`src/sv/crm_pkg.sv`:
```
// Types, widths and constants shared by the spline interpolator
package crm_pkg;

    localparam int COORD_BITS = 32;
    localparam int FRAC_BITS  = 16;

    // coefficient width, signed t width and Horner intermediate widths
    localparam int CW    = COORD_BITS + 4;
    localparam int TW    = FRAC_BITS + 2;
    localparam int M1W   = CW + TW;
    localparam int H1W   = M1W + 1;
    localparam int M2W   = H1W + TW;
    localparam int H2W   = M2W + 1;
    localparam int M3W   = H2W + TW;
    localparam int SW    = M3W + 1;
    localparam int LO_W  = H2W / 2;
    localparam int HI_W  = H2W - LO_W;
    localparam int SHR   = 3 * FRAC_BITS + 1;
    localparam int QW    = SW - SHR;

    // request to result, in cycles
    localparam int CRM_LATENCY = 9;

    localparam logic signed [COORD_BITS-1:0] COORD_MAX = {1'b0, {(COORD_BITS-1){1'b1}}};
    localparam logic signed [COORD_BITS-1:0] COORD_MIN = {1'b1, {(COORD_BITS-1){1'b0}}};

    typedef struct packed {
        logic signed [COORD_BITS-1:0] point0_x;
        logic signed [COORD_BITS-1:0] point0_y;
        logic signed [COORD_BITS-1:0] point1_x;
        logic signed [COORD_BITS-1:0] point1_y;
        logic signed [COORD_BITS-1:0] point2_x;
        logic signed [COORD_BITS-1:0] point2_y;
        logic signed [COORD_BITS-1:0] point3_x;
        logic signed [COORD_BITS-1:0] point3_y;
        logic        [FRAC_BITS:0]    frac_t;
    } crm_req_t;

    typedef struct packed {
        logic signed [COORD_BITS-1:0] out_x;
        logic signed [COORD_BITS-1:0] out_y;
        logic                         clipped;
    } crm_res_t;

    typedef struct packed {
        logic signed [CW-1:0]         a;
        logic signed [CW-1:0]         b;
        logic signed [CW-1:0]         c;
        logic signed [COORD_BITS-1:0] p1;
    } crm_coef_t;

endpackage

```
`src/sv/crm_coeff.sv`:
```
// Coefficient stage: forms the cubic's coefficients for both axes
module crm_coeff
    import crm_pkg::*;
(
    input  logic                 clk,
    input  logic                 rst_n,
    input  logic                 in_valid,
    input  crm_req_t             req,
    output logic                 out_valid,
    output crm_coef_t            coef_x,
    output crm_coef_t            coef_y,
    output logic [FRAC_BITS:0]   t
);

    function automatic crm_coef_t axis_coef(
        input logic signed [COORD_BITS-1:0] p0,
        input logic signed [COORD_BITS-1:0] p1,
        input logic signed [COORD_BITS-1:0] p2,
        input logic signed [COORD_BITS-1:0] p3
    );
        logic signed [CW-1:0] e0;
        logic signed [CW-1:0] e1;
        logic signed [CW-1:0] e2;
        logic signed [CW-1:0] e3;
        crm_coef_t            r;
        e0   = CW'(p0);
        e1   = CW'(p1);
        e2   = CW'(p2);
        e3   = CW'(p3);
        r.a  = e2 - e0;
        r.b  = (e0 <<< 1) - ((e1 <<< 2) + e1) + (e2 <<< 2) - e3;
        r.c  = ((e1 <<< 1) + e1) - e0 - ((e2 <<< 1) + e2) + e3;
        r.p1 = p1;
        return r;
    endfunction

    logic                 valid_reg;
    crm_coef_t            coef_x_reg;
    crm_coef_t            coef_y_reg;
    logic [FRAC_BITS:0]   t_reg;
    crm_coef_t            coef_x_next;
    crm_coef_t            coef_y_next;

    assign coef_x_next = axis_coef(req.point0_x, req.point1_x, req.point2_x, req.point3_x);
    assign coef_y_next = axis_coef(req.point0_y, req.point1_y, req.point2_y, req.point3_y);

    always_ff @(posedge clk or negedge rst_n)
    begin
        if (!rst_n)
        begin
            valid_reg <= 1'b0;
        end
        else
        begin
            valid_reg <= in_valid;
        end
    end

    always_ff @(posedge clk)
    begin
        coef_x_reg <= coef_x_next;
        coef_y_reg <= coef_y_next;
        t_reg      <= req.frac_t;
    end

    assign out_valid = valid_reg;
    assign coef_x    = coef_x_reg;
    assign coef_y    = coef_y_reg;
    assign t         = t_reg;

endmodule

```
`config.mk`:
```
export PLATFORM = sky130hd
export DESIGN_NAME = crm_coeff
export DESIGN_NICKNAME = d
export VERILOG_FILES = /design/src/sv/crm_pkg.sv /design/src/sv/crm_coeff.sv
export SDC_FILE = /design/constraint.sdc
export NUM_CORES = 1
export LEC_CHECK = 0
export ABC_AREA = 1
export BUFFER_PORTS_ARGS = -buffer_cell sky130_fd_sc_hd__buf_2
export CAP_MARGIN = 20
export CORE_MARGIN = 2
export CORE_UTILIZATION = 55
export CTS_BUF_LIST = sky130_fd_sc_hd__clkbuf_16
export CTS_CLUSTER_SIZE = 25
export DETAILED_ROUTE_END_ITERATION = 7
export PLACE_DENSITY = 0.79
export SLEW_MARGIN = 40
export SYNTH_ARGS = -nofsm -noshare
export SYNTH_HDL_FRONTEND = slang
export SYNTH_SLANG_ARGS = --single-unit
```
`constraint.sdc`:
```
create_clock -name clk -period 0.9 [get_ports clk]
set_clock_uncertainty 0.2 [all_clocks]
set_input_delay 0.045 -clock clk [delete_from_list [all_inputs] [get_ports clk]]
set_output_delay 0.045 -clock clk [all_outputs]
set_load 0.005 [all_outputs]
```
==> impl_results.md, run 1 <==
* Status: aborted with a tool error
* Stopped at: 5_1_grt
* Error: [ERROR GRT-0232] Routing congestion too high. Check the congestion heatmap in the GUI.
* Adder-Cell Fraction of Synth Area at between 30% and 40%
* Synth Warn # at 0
* Syn_nets at approximately 5400
* Largest net degree at the start of global routing at 14
* Post-Syn Instances at approximately 4400
* Yosys top cell by area: fa_1
* GR Util All Layers at about four fifths
* Xor/xnor share of the synthesized area at 3.01%
* Kind of the worst endpoint: register data pin
* IO Pins at approximately 570
* PortBufs at 573
* Sink Count at a little under 300
* Post-GRT worst EP: coef_x[67]$_DFF_P_/D
* Synthesized area at ~0.033 mm2
* Synth Area per Inst at 7.47 um2
* CTS Buffer Depth at 3
* Root Driver: clkbuf_16
* Number of distinct library cells after synthesis at 32
* Register bit total from synthesis at between 200 and 300
* Initial Util at a little under three fifths
* Die width at between 200 and 250 um
* Htree depth at 2
* CTS Buf Count at 38
* Largest family of logic cells by synthesized area: adder cells
* GP Congestion at between 1 and 1.5
* Row Count at 89
* Simple-gate share of the synthesized area at between 20 and 25%
* Post-synth top area share at between 20% and 30%
* Synth Area in Compound Gates at around 5.7%
* Synth area leaders: fa_1, dfxtp_1, inv_1, nand2_1, ha_1
* Die extent in y at between 200 and 250 um
* DP HPWL at 106 mm
* Sequential area share after synthesis at approximately 18%
* Mux cell area share after synthesis at 0%
* Grt total ovfl at between 300 and 400
==> layer usage <==
metal / GRT usage (%) / overflow
met2: 93.6 / 162
met3: 72.7 / 49
met4: 73.4 / 135
met5: 56.6 / 13
met1: 82.9 / 34
==> synthesized netlist by cell type (all sizes together) <==
cell type     n
inv        1235
nand2      1058
fa          452
nor2        330
dfxtp       291
ha          276
a21oi       202
nand3       148
o21ai       127
xor2         89
nor3         44
nand4        37
xnor2        23
o21bai       20
nand3b       10
nor4          7
and2          6
buf           6
a21o          5
a21boi        1
a31oi         1
clkinv        1
dfrtp         1
==> through the flow <==
| stage | cell area (um2) | setup WS, ns | setup TNS [ns] | std cells | hold WS, ns |
|---|---|---|---|---|---|
| after CTS | 49600 | -2.05 | -406.22 | 6697 | -0.525 |
| after detailed placement | 43800 | -2.91 | -428.26 | 6475 | -0.350 |
| after global placement | 43800 | -2.88 | -418.27 | 6475 | -0.349 |
| after floorplan | 34200 | -2.14 | -307.16 | 4370 | -0.451 |
==> logic make-up after synthesis <==
logic type      after synthesis
buf+inv                    1242
flops                       292
fa+ha+maj                   728
xor+xnor                    112
compound gates              356
simple gates               1640
==> what timing repair did <==
item	in CTS
gates resized for setup	845
hold endpoints to repair	111
hold buffers	83
buffers inserted	82
pin swaps	403
endpoints found under the setup margin	502
==> run 2: changes to the inputs <==
--- a/config.mk
+++ b/config.mk
@@ -9,11 +9,9 @@
 export BUFFER_PORTS_ARGS = -buffer_cell sky130_fd_sc_hd__buf_2
 export CAP_MARGIN = 20
 export CORE_MARGIN = 2
-export CORE_UTILIZATION = 55
-export CTS_BUF_LIST = sky130_fd_sc_hd__clkbuf_16
-export CTS_CLUSTER_SIZE = 25
+export CORE_UTILIZATION = 40
 export DETAILED_ROUTE_END_ITERATION = 7
-export PLACE_DENSITY = 0.79
+export PLACE_DENSITY_LB_ADDON = 0.15
 export SLEW_MARGIN = 40
 export SYNTH_ARGS = -nofsm -noshare
 export SYNTH_HDL_FRONTEND = slang
==> run 2 against run 1 <==
Against the previous run:
- the flow now finishes, with violations (hold timing, setup timing)
- area after synthesis stayed put
- synthesized cell count unchanged
==> impl_results.md, run 2 <==
* GR Util All Layers at 30.1%
* Period Utilization, post-route at 335%
* Htree depth at 2 (unchanged)
* Vias in the first global route at 32500
* Async SR Flop Fraction at 0.342% (unchanged)
* Final setup fails at between 500 and 600
* Sink Count at 292 (unchanged)
* GP Congestion at 0.951 (-10%)
* Status: finished with violations
* Number of fill cells at ~7400
* Final WL at 128 mm
* DRC viols at 0
* Vias at about 33000
* Top_reg_cell synth: dfxtp_1
* Most instantiated cells after synthesis: inv_1, nand2_1, fa_1, nor2_1, dfxtp_1
* Static leakage at 27.5 nW
* Failing checks: hold timing, setup timing
* Synth Area in Compound Gates at 5.71% (unchanged)
* Largest net degree at the start of global routing at 13
* Row Count at 104 (+17%)
* Grt total ovfl at 0
* Most frequent cells in the layout: inv_1, buf_4, nand2_1, buf_2, fa_1
* First-pass GRT wire length at between 150 and 200 mm
* CTS Buf Count at 40 (+5.3%)
* Final WS setup at -2.12 ns
* Syn_nets at 5374 (unchanged)
* DP HPWL at 109 mm (+3.1%)
* Wire per inst at around 18 um
* Post-synth top area share at 27.7% (unchanged)
* Hold Path Class: input port to flop
* Share of cells above drive strength 1 at around two fifths
* Clock transition at path regs at about 0.060 ns
* WHS at -0.448 ns
* Required @ worst endpoint at 1.15 ns
* Post-synth EDFFs at 0 (unchanged)
* Critical path depth at 17
* Hold Crit Depth at 2
* Crit-path max FO at 4
* Antenna violations before repair at 8
* Fmax achieved at roughly 0.33 GHz
* Cell family with most CP delay: adder cells
* Yosys top cell by area: fa_1
* Max IR drop VDD at 2260 uV
* IO Pins at 574 (unchanged)
* Largest family of logic cells by synthesized area: adder cells
* CP Buf/Inv Count at 7
* CTS Buffer Depth at 3 (unchanged)
* Max incr delay on CP at 0.54 ns
* Number of distinct library cells after synthesis at 32 (unchanged)
* Vias per cell at 4.63
* Endpoints failing hold at 75
* Fin nets at about 7000
* PD cells at ~3400 mW/mm2
* Synthesized area at 0.0326 mm2 (unchanged)
* Die extent in y at 290 um (+17%)
* Die width at 290 um (+17%)
* Mux cell area share after synthesis at 0% (unchanged)
* CTS tree: done
* Synth Warn # at 0 (unchanged)
* Util after Layout at between 60 and 70%
* Area growth syn-to-layout at 56.8%
* WS Path Type: input port to flop
* Synth area leaders: fa_1, dfxtp_1, inv_1, nand2_1, ha_1
* Sequential area share after synthesis at 17.9% (unchanged)
* Synth Area per Inst at 7.47 um2 (unchanged)
* Most frequent cell after synthesis: inv_1
* RSZ-0062 raised after global routing: yes
* Crit path to: coef_y[60]
* Core Footprint at 0.0807 mm2
* Slowest-stage cell, CP: fa_2
* CP Launch Type: input port
* Rel. slew slack at roughly three fifths
* Post-Syn Instances at 4370 (unchanged)
* Die Area at approximately 0.084 mm2
* Critical Path Sink Type: flop
* PortBufs at 573 (unchanged)
* CP Cell Sequence: buf_8 > clkinvlp_4 > buf_12 > fa_1 > inv_1 > fa_2 > fa_2 > ha_4 > nand2_4 > buf_6 > nor2_4 > inv_2 > buf_6 > nor3_1 > nand2_2 > nand3_1 > nand2_1
* Adder-Cell Fraction of Synth Area at 38.3% (unchanged)
* Initial DRC count at between 2000 and 2500
* Root Driver: clkbuf_16
* Post-route ant nets at 0
* Slew @ Worst Pin at between 0.5 and 0.6 ns
* Min Tclk post-route at roughly 3.0 ns
* Simple-gate share of the synthesized area at 20.7% (unchanged)
* Max-cap violations at 0
* CP arrival at about 3.3 ns
* Pre-antenna DRT Iters at 8
* Final Max Slew Viols at 0
* Xor/xnor share of the synthesized area at 3.01% (unchanged)
* Commonest non-fill, non-tap cell in the layout: inv_1
* Initial Util at 40.4% (-15 points)
* Crit path from: req[157]
* Register bit total from synthesis at 292 (unchanged)
-- run 2: layer usage --
metal | track usage, % | vias to the layer above | share of wire, %
met2 | 46.3 | 968 | 44
met3 | 4.47 | 138 | 6.7
met4 | 7.56 | 4 | 2.5
met5 | 0 | - | 0.021
li1 | - | 16100 | -
met1 | 44.1 | 15600 | 47
-- run 2: layout make-up --
cell class	count	area (um2)	share of cell area [%]
Multi-Input combinational cell	2836	26600	52.0
Inverter	1236	4820	9.41
Antenna cell	4	10.0	0.0196
Sequential cell	292	5850	11.4
Clock buffer	53	1130	2.21
Clock inverter	21	294	0.575
Tap cell	1060	1330	2.59
Timing Repair Buffer	1584	11100	21.8
-- run 2: power by group --
group / total (W) / switching, W / internal [W]
registers: 0.0200 / 0.00213 / 0.0178
clock network: 0.0178 / 0.00716 / 0.0106
logic: 0.135 / 0.0747 / 0.0603
-- run 2: cells by family after synthesis --
| group | count (synthesis) |
|---|---|
| AOI/OAI and AO/OA | 356 |
| xor gates and xnor gates | 112 |
| adders and majority gates | 728 |
| buffers and inverters | 1242 |
| DFF | 292 |
| and+or+nand+nor | 1640 |
-- run 2: worst min path at each step --
stage	startpoint	endpoint	slack (ns)
2_1_floorplan	rst_n	out_valid	-0.45
3_3_place_gp	rst_n	out_valid	-0.38
3_5_place_dp	rst_n	out_valid	-0.38
4_1_cts	req[157]	coef_y[12]	-0.66
5_1_grt	req[177]	coef_x[0]	-0.45
6_report	req[177]	coef_x[0]	-0.45
-- run 2: per-stage QoR --
step / setup slack (ns) / area [um2] / cells / total power, W / TNS, ns
4_1_cts: -2.06 / 49600 / 7055 / 0.162 / -412.83
5_1_grt: -2.19 / 51200 / 7085 / 0.185 / -441.27
2_1_floorplan: -2.14 / 34200 / 4370 / 0.0783 / -307.16
3_5_place_dp: -3.06 / 44900 / 6852 / 0.128 / -430.11
6_report: -2.12 / 51200 / 7086 / 0.173 / -411.81
3_3_place_gp: -3.02 / 44900 / 6852 / 0.128 / -430.88
-- run 2: what timing repair did --
| item | CTS | global route |
|---|---|---|
| gates resized for setup | 556 | 352 |
| endpoints found under the setup margin | 501 | 503 |
| endpoints found under the hold margin | 115 | 77 |
| pin swaps | 193 | 173 |
| hold buffers | 83 | 2 |
| buffers inserted | 50 | 28 |
Note: power is estimated with default switching activity, not from simulation.
