`config.mk`:
```
export PLATFORM = sky130hd
export DESIGN_NAME = crm_round
export DESIGN_NICKNAME = d
export VERILOG_FILES = /design/src/sv/crm_pkg.sv /design/src/sv/crm_round.sv
export SDC_FILE = /design/constraint.sdc
export NUM_CORES = 1
export LEC_CHECK = 0
export ABC_AREA = 1
export BUFFER_PORTS_ARGS = -buffer_cell sky130_fd_sc_hd__buf_2
export CORE_AREA = 2 2 100 102
export CTS_CLUSTER_DIAMETER = 100
export CTS_CLUSTER_SIZE = 40
export DETAILED_ROUTE_END_ITERATION = 12
export DIE_AREA = 0 0 102 104
export GPL_ROUTABILITY_DRIVEN = 0
export PLACE_DENSITY_LB_ADDON = 0.12
export SYNTH_ARGS = -nofsm -noshare
export SYNTH_HDL_FRONTEND = slang
export SYNTH_SLANG_ARGS = --single-unit
```
`constraint.sdc`:
```
create_clock -name clk -period 0.8 [get_ports clk]
set_input_delay 0.08 -clock clk [delete_from_list [all_inputs] [get_ports clk]]
set_output_delay 0.08 -clock clk [all_outputs]
set_load 0.01 [all_outputs]
```
`src/sv/crm_pkg.sv`:
```
// Types, widths and constants shared by the spline interpolator
package crm_pkg;

    localparam int COORD_BITS = 32;
    localparam int FRAC_BITS  = 16;

    // coefficient width, signed t width and Horner intermediate widths
    localparam int CW    = COORD_BITS + 4;
    localparam int TW    = FRAC_BITS + 2;
    localparam int M1W   = CW + TW;
    localparam int H1W   = M1W + 1;
    localparam int M2W   = H1W + TW;
    localparam int H2W   = M2W + 1;
    localparam int M3W   = H2W + TW;
    localparam int SW    = M3W + 1;
    localparam int LO_W  = H2W / 2;
    localparam int HI_W  = H2W - LO_W;
    localparam int SHR   = 3 * FRAC_BITS + 1;
    localparam int QW    = SW - SHR;

    // request to result, in cycles
    localparam int CRM_LATENCY = 9;

    localparam logic signed [COORD_BITS-1:0] COORD_MAX = {1'b0, {(COORD_BITS-1){1'b1}}};
    localparam logic signed [COORD_BITS-1:0] COORD_MIN = {1'b1, {(COORD_BITS-1){1'b0}}};

    typedef struct packed {
        logic signed [COORD_BITS-1:0] point0_x;
        logic signed [COORD_BITS-1:0] point0_y;
        logic signed [COORD_BITS-1:0] point1_x;
        logic signed [COORD_BITS-1:0] point1_y;
        logic signed [COORD_BITS-1:0] point2_x;
        logic signed [COORD_BITS-1:0] point2_y;
        logic signed [COORD_BITS-1:0] point3_x;
        logic signed [COORD_BITS-1:0] point3_y;
        logic        [FRAC_BITS:0]    frac_t;
    } crm_req_t;

    typedef struct packed {
        logic signed [COORD_BITS-1:0] out_x;
        logic signed [COORD_BITS-1:0] out_y;
        logic                         clipped;
    } crm_res_t;

    typedef struct packed {
        logic signed [CW-1:0]         a;
        logic signed [CW-1:0]         b;
        logic signed [CW-1:0]         c;
        logic signed [COORD_BITS-1:0] p1;
    } crm_coef_t;

endpackage

```
`src/sv/crm_round.sv`:
```
// Output stage: shift down, saturate both axes, flag clipping
module crm_round
    import crm_pkg::*;
(
    input  logic                  clk,
    input  logic                  rst_n,
    input  logic                  in_valid,
    input  logic signed [SW-1:0]  sum_x,
    input  logic signed [SW-1:0]  sum_y,
    output logic                  done,
    output crm_res_t              res
);

    typedef struct packed {
        logic signed [COORD_BITS-1:0] value;
        logic                         clip;
    } crm_sat_t;

    function automatic crm_sat_t sat_axis(input logic signed [SW-1:0] s);
        logic signed [QW-1:0] q;
        crm_sat_t             r;
        q = QW'(s >>> SHR);
        if ((&q[QW-1:COORD_BITS-1]) || !(|q[QW-1:COORD_BITS-1]))
        begin
            r.value = q[COORD_BITS-1:0];
            r.clip  = 1'b0;
        end
        else
        begin
            r.value = q[QW-1] ? COORD_MIN : COORD_MAX;
            r.clip  = 1'b1;
        end
        return r;
    endfunction

    crm_sat_t  sx;
    crm_sat_t  sy;
    crm_res_t  res_next;
    crm_res_t  res_reg;
    logic      done_reg;

    assign sx = sat_axis(sum_x);
    assign sy = sat_axis(sum_y);

    always_comb
    begin
        res_next.out_x   = sx.value;
        res_next.out_y   = sy.value;
        res_next.clipped = sx.clip | sy.clip;
    end

    always_ff @(posedge clk or negedge rst_n)
    begin
        if (!rst_n)
        begin
            done_reg <= 1'b0;
        end
        else
        begin
            done_reg <= in_valid;
        end
    end

    always_ff @(posedge clk)
    begin
        res_reg <= res_next;
    end

    assign done = done_reg;
    assign res  = res_reg;

endmodule

```
==> Yosys cells after proc, flatten, opt, wreduce, memory -nomap -nowiden <==
Cells that the tools add are included.
{ "op_classes": {"n_mux": 4, "n_div": 0, "add_sub_neg": 0, "n_eq_ne": 0, "n_mul": 0, "reduce_logical": 8, "n_lt_le_gt_ge": 0, "n_bitwise": 1, "n_shift": 0} }
{ "op_table": {"columns": ["op", "n"], "rows": [
  ["$mux 33", 2],
  ["$mux 32", 2],
  ["$reduce_and 13->1", 2],
  ["$reduce_or 13->1", 2],
  ["$logic_not 1->1", 2],
  ["$logic_or 1x1->1", 2],
  ["$or 1x1->1", 1]
]} }
{ "totals": {"mem_bits_rw": 0, "elab_cells": 17, "mem_count": 0, "output_inout_bits": 66, "register_bits": 66, "latch_bits": 0, "mem_bits_ro": 0} }

==> Logic depth before layout (Yosys ltp) <==
Gate-level depths: netlist of the first run.
{ "depth": {"ltp_word": 5, "ltp_mapped": 9, "ltp_nobuf": 8} }

==> Worst setup path after synthesis of the first run <==
No wires, ideal clock.
{ "synth_timing": {"path_kind": "in2reg", "from": "input sum_x[83]", "to": "register res_reg, in the netlist res[34]", "t_arrival_ns": 0.790, "path_slack_ns": -0.103, "required_ns": 0.688, "stages": 6, "setup_ns": 0.112, "cell_sequence": "or2_1 -> nor2_2 -> nand2_2 -> nand3_2 -> buf_6 -> nand2_1"} }
{ "synth_lines": {"columns": ["item", "line", "text"], "rows": [
  ["start: declaration", "crm_round.sv:8", "input logic signed [SW-1:0] sum_x,"],
  ["end signal: assignment", "crm_round.sv:66", "res_reg <= res_next;"],
  ["end: declaration", "crm_round.sv:39", "crm_res_t res_reg;"]
]} }

==> Final worst setup path of the first run <==
{ "layout_timing": {"from": "register done_reg, in the netlist done", "to": "output done"} }
{ "layout_lines": {"columns": ["item", "line", "text"], "rows": [
  ["start: declaration", "crm_round.sv:40", "logic done_reg;"],
  ["start signal: assignment", "crm_round.sv:60", "done_reg <= in_valid;"],
  ["end: declaration", "crm_round.sv:10", "output logic done,"]
]} }
No word-level cell between the ends.

==> impl_metrics.csv, run 1 <==
group,metric,value,unit
die,start_util,0.2286,
pwr,comb_power_share,0.137,
drt,drt-initial-drc-count,48,
pwr,p_switching,0.001755,W
job,maxCapViolCount,0,
cells_and_area,final-seq-area,1368,um2
yosys,synth_top_area_cell,"dfxtp_1",
critical_path,slowest_stage,"dfrtp_1",
die,die_area,10610,um2
yosys,ys_seq_area_frac,0.6074,
timing,fin_crit_sh,1.138,
pwr,p_clk_frac,0.405,
yosys,synth.most_common_cell,"nand2_1",
timing,fin_tns_setup,-2.868,ns
yosys,synth.avg_cell_area,8.365,um2
critical_path,critPathLaunchType,"flip-flop",
yosys,ys_top_cells_by_count,"nand2_1 (144), dfxtp_1 (65), nor2_1 (17)",
yosys,synth_compound_area_frac,0,
pwr,cellPowerDensity,1780,nW/um2
drt,vias_per_cell,3.776,
timing,fin_crit,0.9107,ns
place,place_inst,547,
yosys,yosys_register_bits,66,
timing,timing.fmax,1.098,GHz
cells_and_area,fillerInstances,986,
die,fp.dieH,104,um
yosys,synth_flop_cell,"dfxtp_1",
cells_and_area,drive_gt1_frac,0.4567,
global_route,antenna_found_initial,0,
pwr,leakage,2.130,nW
cells_and_area,fin_cells,630,
clock_tree,cts_root_buffer,"clkbuf_8",
run_status,violations,"setup timing",
cells_and_area,multi_input_area,724.4,um2
cells_and_area,antennaDiodeCount,0,
clock_tree,clk_path_buf_depth,2,
yosys,synth.area.top_cells,"dfxtp_1 (60%), nand2_1 (25%), buf_6 (4.6%)",
clock_tree,path_clk_slew,0.08,ns
drt,dr.pass1.iters,4,
yosys,synth_cells,261,
global_route,grt_pass1_wl,10090,um
pwr,internal-power,0.005973,W
critical_path,cp_cell_sequence,"buf_6",
critical_path,path_max_fanout,1,
die,ios,255,
drt,drtAntennaViolNets,0,
pwr,ir_drop,0.0008720,V
yosys,syn_nets,450,
yosys,yosys.area_share.simple,0.3203,
critical_path,max_stage_delay,0.38,ns
clock_tree,htreeDepth,3,
run_status,status,"finished with violations",
clock_tree,cts_buffers,9,
clock_tree,cts_tree,"built",
critical_path,criticalPathCategory,"reg2out",
yosys,ys_types,14,
timing,setup_violations,66,
yosys,synth_edf_count,0,
yosys,synth_top_cell_area_share,0.5960,
critical_path,cp_top_family,"flip-flops",
yosys,syn-cell-area,2183,um2
place,dp_hpwl,4780,um
critical_path,cp-end-kind,"output port",
yosys,yosysWarnings,0,
critical_path,required,0.72,ns
timing,drv_slew,0,
yosys,synthAdderAreaFrac,0,
cells_and_area,syn_to_final_growth,98.80,%
global_route,grt_remaining_overflow,0,
cells_and_area,largest_reg_flops,65,
pwr,switching_share,0.2271,
critical_path,endpoint,"done",
yosys,synth-xor-area-share,0,
critical_path,arrival,0.83,ns
die,core,9549,um2
global_route,grt_pass1_vias,2219,
min_path,hold_class,"in2async",
cells_and_area,nets,681,
drt,drc_errors,0,
drt,wl_per_cell,10.96,um
timing,worstMarginPinSlew,0.1856,ns
critical_path,cp-startpoint,"done",
yosys,async_reset_ff_frac,0.01515,
timing,rsz0062_at_grt,"true",
pwr,pwr-share-seq,0.458,
yosys,synth_mux_area_frac,0,
die,chipWidth,102,um
timing,slew_headroom,0.8758,
yosys,synth_top_family_by_area,"simple AND/OR/NAND/NOR gates",
clock_tree,cts_sinks,66,
critical_path,path_buf_inv,1,
timing,setup_ws,-0.1107,ns
die,rows,36,
drt,routed_wl,6903,um
place,port-buffer-count,156,
global_route,grt_usage,0.1222,
global_route,grt_max_degree,27,
timing,finalHoldViolCount,0,
critical_path,cp.depth,1,
drt,routed-via-count,2379,
[power groups by stage]
stage / clock network, W / registers [W] / logic [W]
after global placement: 0 / 0.00358 / 0.000719
after detailed placement: 0 / 0.00358 / 0.000718
after floorplan: 0 / 0.00367 / 0.000166
after global routing: 0.00336 / 0.00356 / 0.00116
after CTS: 0.00322 / 0.00352 / 0.00101
final: 0.00313 / 0.00354 / 0.00106
[worst min path at each step]
| stage | to | start | cells after the start | slack (ns) |
|---|---|---|---|---|
| after floorplan | done | rst_n | 0 | -0.22 |
| final | done | rst_n | 2 | 0.04 |
| after detailed placement | done | rst_n | 1 | -0.14 |
| after global placement | done | rst_n | 1 | -0.14 |
| after global routing | done | rst_n | 2 | 0.03 |
| after CTS | done | rst_n | 2 | 0.02 |
[layer usage]
metal	track usage	vias to the layer above	part of all wire
li1	-	1242	-
met1	0.1625	1011	0.48
met2	0.1800	118	0.42
met5	0	-	0
met3	0.03898	8	0.081
met4	0.05333	0	0.017
[logic make-up after synthesis]
group,Yosys count
buf+inv,21
flops,66
simple gates,174
[stage by stage]
step                hold slack, ns  total power [W]  utilization  setup slack, ns  area (um2)
CTS                        0.02009         0.007738       0.4329          -0.1271        4134
finish                     0.03798         0.007727       0.4545          -0.1107        4340
floorplan                  -0.2156         0.003839            -         -0.06457        2210
detailed placement         -0.1441         0.004296       0.3322          -0.2969        3172
global placement           -0.1442         0.004294       0.3322          -0.3004        3172
global route               0.03391         0.008074       0.4545          -0.1653        4340
[final cells by class]
type,instances,area share
repair buffers,234,0.4232
flip-flops and latches,66,0.3151
multi-input cells,174,0.1669
well taps,133,0.03834
clock buffers,11,0.03257
clock inverters,5,0.01787
inverters,7,0.006054
[cells in the final DEF, fill, tap and decap left out, drive strengths merged, types with 5 or more instances in the layout]
cell type,n
buf,167
clkbuf,12
inv,7
nand3,5
nand2,148
dfxtp,65
nor2,19
dlygate4sd3,66
[what timing repair did]
action                                  CTS  global route
resized for setup                        22            48
hold buffers                             66             0
hold endpoints to repair                 66             0
pin swaps                                 0             2
gates cloned                              0             1
buffers inserted                          0             0
endpoints found under the setup margin   66            83
Note: power is estimated with default switching activity, not from simulation.
==> run 2, diff against run 1 <==
==> constraint.sdc (replaced) <==
create_clock -name clk -period 0.8 [get_ports clk]
set_input_delay 0.08 -clock clk [delete_from_list [all_inputs] [get_ports clk]]
set_output_delay 0.08 -clock clk [all_outputs]
set_load 0.02 [all_outputs]
==> impl_metrics.csv, run 2 (synthesized netlist as in run 1, its figures left out) <==
group,metric,value,unit
clock_tree,cts_sinks,66,
drt,routed_wl,7149,um
pwr,p_total,0.007992,W
drt,wl_per_cell,11.35,um
critical_path,required,0.72,ns
critical_path,max_stage_delay,0.38,ns
timing,slew_headroom,0.8761,
pwr,pwr-share-seq,0.448,
pwr,ir_drop,0.0008701,V
die,core,9549,um2
critical_path,cp-startpoint,"done",
timing,setup_violations,66,
critical_path,slowest_stage,"dfrtp_1",
critical_path,arrival,0.84,ns
global_route,antenna_found_initial,0,
place,placed_area,3172,um2
timing,setup_ws,-0.1229,ns
drt,drtAntennaViolNets,0,
place,port-buffer-count,156,
cells_and_area,syn_to_final_growth,109.8,%
critical_path,endpoint,"done",
cells_and_area,layout_commonest_cell,"nand2_1",
run_status,status,"finished with violations",
global_route,grt_usage,0.1301,
clock_tree,htreeDepth,3,
clock_tree,cts_buffers,9,
timing,fin_crit,0.9229,ns
global_route,grt_remaining_overflow,0,
run_status,violations,"setup timing",
pwr,internal-power,0.006095,W
clock_tree,cts_root_buffer,"clkbuf_8",
place,dp_hpwl,4780,um
clock_tree,clk_path_buf_depth,2,
global_route,grt_max_degree,27,
pwr,p_clk_frac,0.389,
die,start_util,0.2286,
drt,vias_per_cell,3.814,
critical_path,path_max_fanout,1,
die,ios,255,
pwr,cellPowerDensity,1745,nW/um2
timing,rsz0062_at_grt,"true",
drt,drt-initial-drc-count,49,
timing,drv_slew,0,
drt,drc_errors,0,
timing,finalHoldViolCount,0,
cells_and_area,drive_gt1_frac,0.5211,
critical_path,critPathLaunchType,"flip-flop",
die,rows,36,
pwr,comb_power_share,0.164,
clock_tree,path_clk_slew,0.07,ns
min_path,hold_class,"in2async",
critical_path,cp.depth,1,
clock_tree,cts_tree,"built",
critical_path,criticalPathCategory,"reg2out",
timing,timing.fmax,1.084,GHz
drt,routed-via-count,2403,
clock_tree,post-cts-setup-buffers,0,
cells_and_area,antennaDiodeCount,0,
timing,fin_crit_sh,1.154,
job,maxCapViolCount,0,
timing,worstMarginPinSlew,0.1852,ns
pwr,p_switching,0.001896,W
cells_and_area,nets,681,
die,chipWidth,102,um
cells_and_area,fillerInstances,925,
critical_path,cp_top_family,"flip-flops",
critical_path,path_buf_inv,1,
die,fp.dieH,104,um
cells_and_area,layout_common_cells,"nand2_1 (143), buf_2 (90), dlygate4sd3_1 (66), buf_6 (66), dfxtp_2 (65)",
cells_and_area,final_area,4581,um2
pwr,switching_share,0.2373,
global_route,grt_pass1_wl,10750,um
critical_path,cp-end-kind,"output port",
critical_path,cp_cell_sequence,"buf_6",
place,dp_slack,-0.2969,ns
global_route,grt_pass1_vias,2382,
die,die_area,10610,um2
drt,dr.pass1.iters,4,
cells_and_area,largest_reg_flops,65,
pwr,leakage,2.198,nW
## run 2: cell counts in the layout (fill, tap and decap cells not counted)
Identical to the previous run, type by type.
## run 2: metal layers
metal	wire (um)	part of all wire	global-route usage
met4	125	0.017	0.05619
met1	3286	0.46	0.1609
met2	3164	0.44	0.2044
met5	0	0	0
met3	574	0.080	0.04301
## run 2: cell type report
type | count | area [um2] | share of cell area
Timing Repair Buffer | 234 | 2037 | 0.4447
Sequential cell | 66 | 1408 | 0.3073
Multi-Input combinational cell | 174 | 724.4 | 0.1582
Tap cell | 133 | 166.4 | 0.03633
Clock buffer | 11 | 141.4 | 0.03087
Clock inverter | 5 | 77.57 | 0.01694
Inverter | 7 | 26.28 | 0.005736
## run 2: per-stage QoR
stage	TNS, ns	instances	hold WS [ns]	util
6_report	-3.491	630	0.04259	0.4797
5_1_grt	-6.137	630	0.03498	0.4797
4_1_cts	-5.016	629	0.02009	0.4760
3_5_place_dp	-16.29	547	-0.1441	0.3322
3_3_place_gp	-16.71	547	-0.1442	0.3322
2_1_floorplan	-3.284	261	-0.2156	-
## run 2: power by group through the flow
stage	Sequential, W	Clock [W]	Combinational (W)
6_report	0.00358	0.00311	0.00131
5_1_grt	0.00359	0.00335	0.00140
4_1_cts	0.00358	0.00322	0.00131
2_1_floorplan	0.00381	0	0.000166
3_5_place_dp	0.00358	0	0.000851
3_3_place_gp	0.00358	0	0.000853
## run 2: worst min path at each step
stage               slack, ns    to  cells after the start  startpoint
global route             0.03  done                      2       rst_n
global placement        -0.14  done                      1       rst_n
floorplan               -0.22  done                      0       rst_n
finish                   0.04  done                      2       rst_n
detailed placement      -0.14  done                      1       rst_n
CTS                      0.02  done                      2       rst_n
## run 2: what timing repair did
item	CTS	global route
gates cloned	0	1
setup endpoints to repair	66	95
hold endpoints to repair	66	0
resized for setup	197	3
hold buffers	66	0
pin swaps	0	2
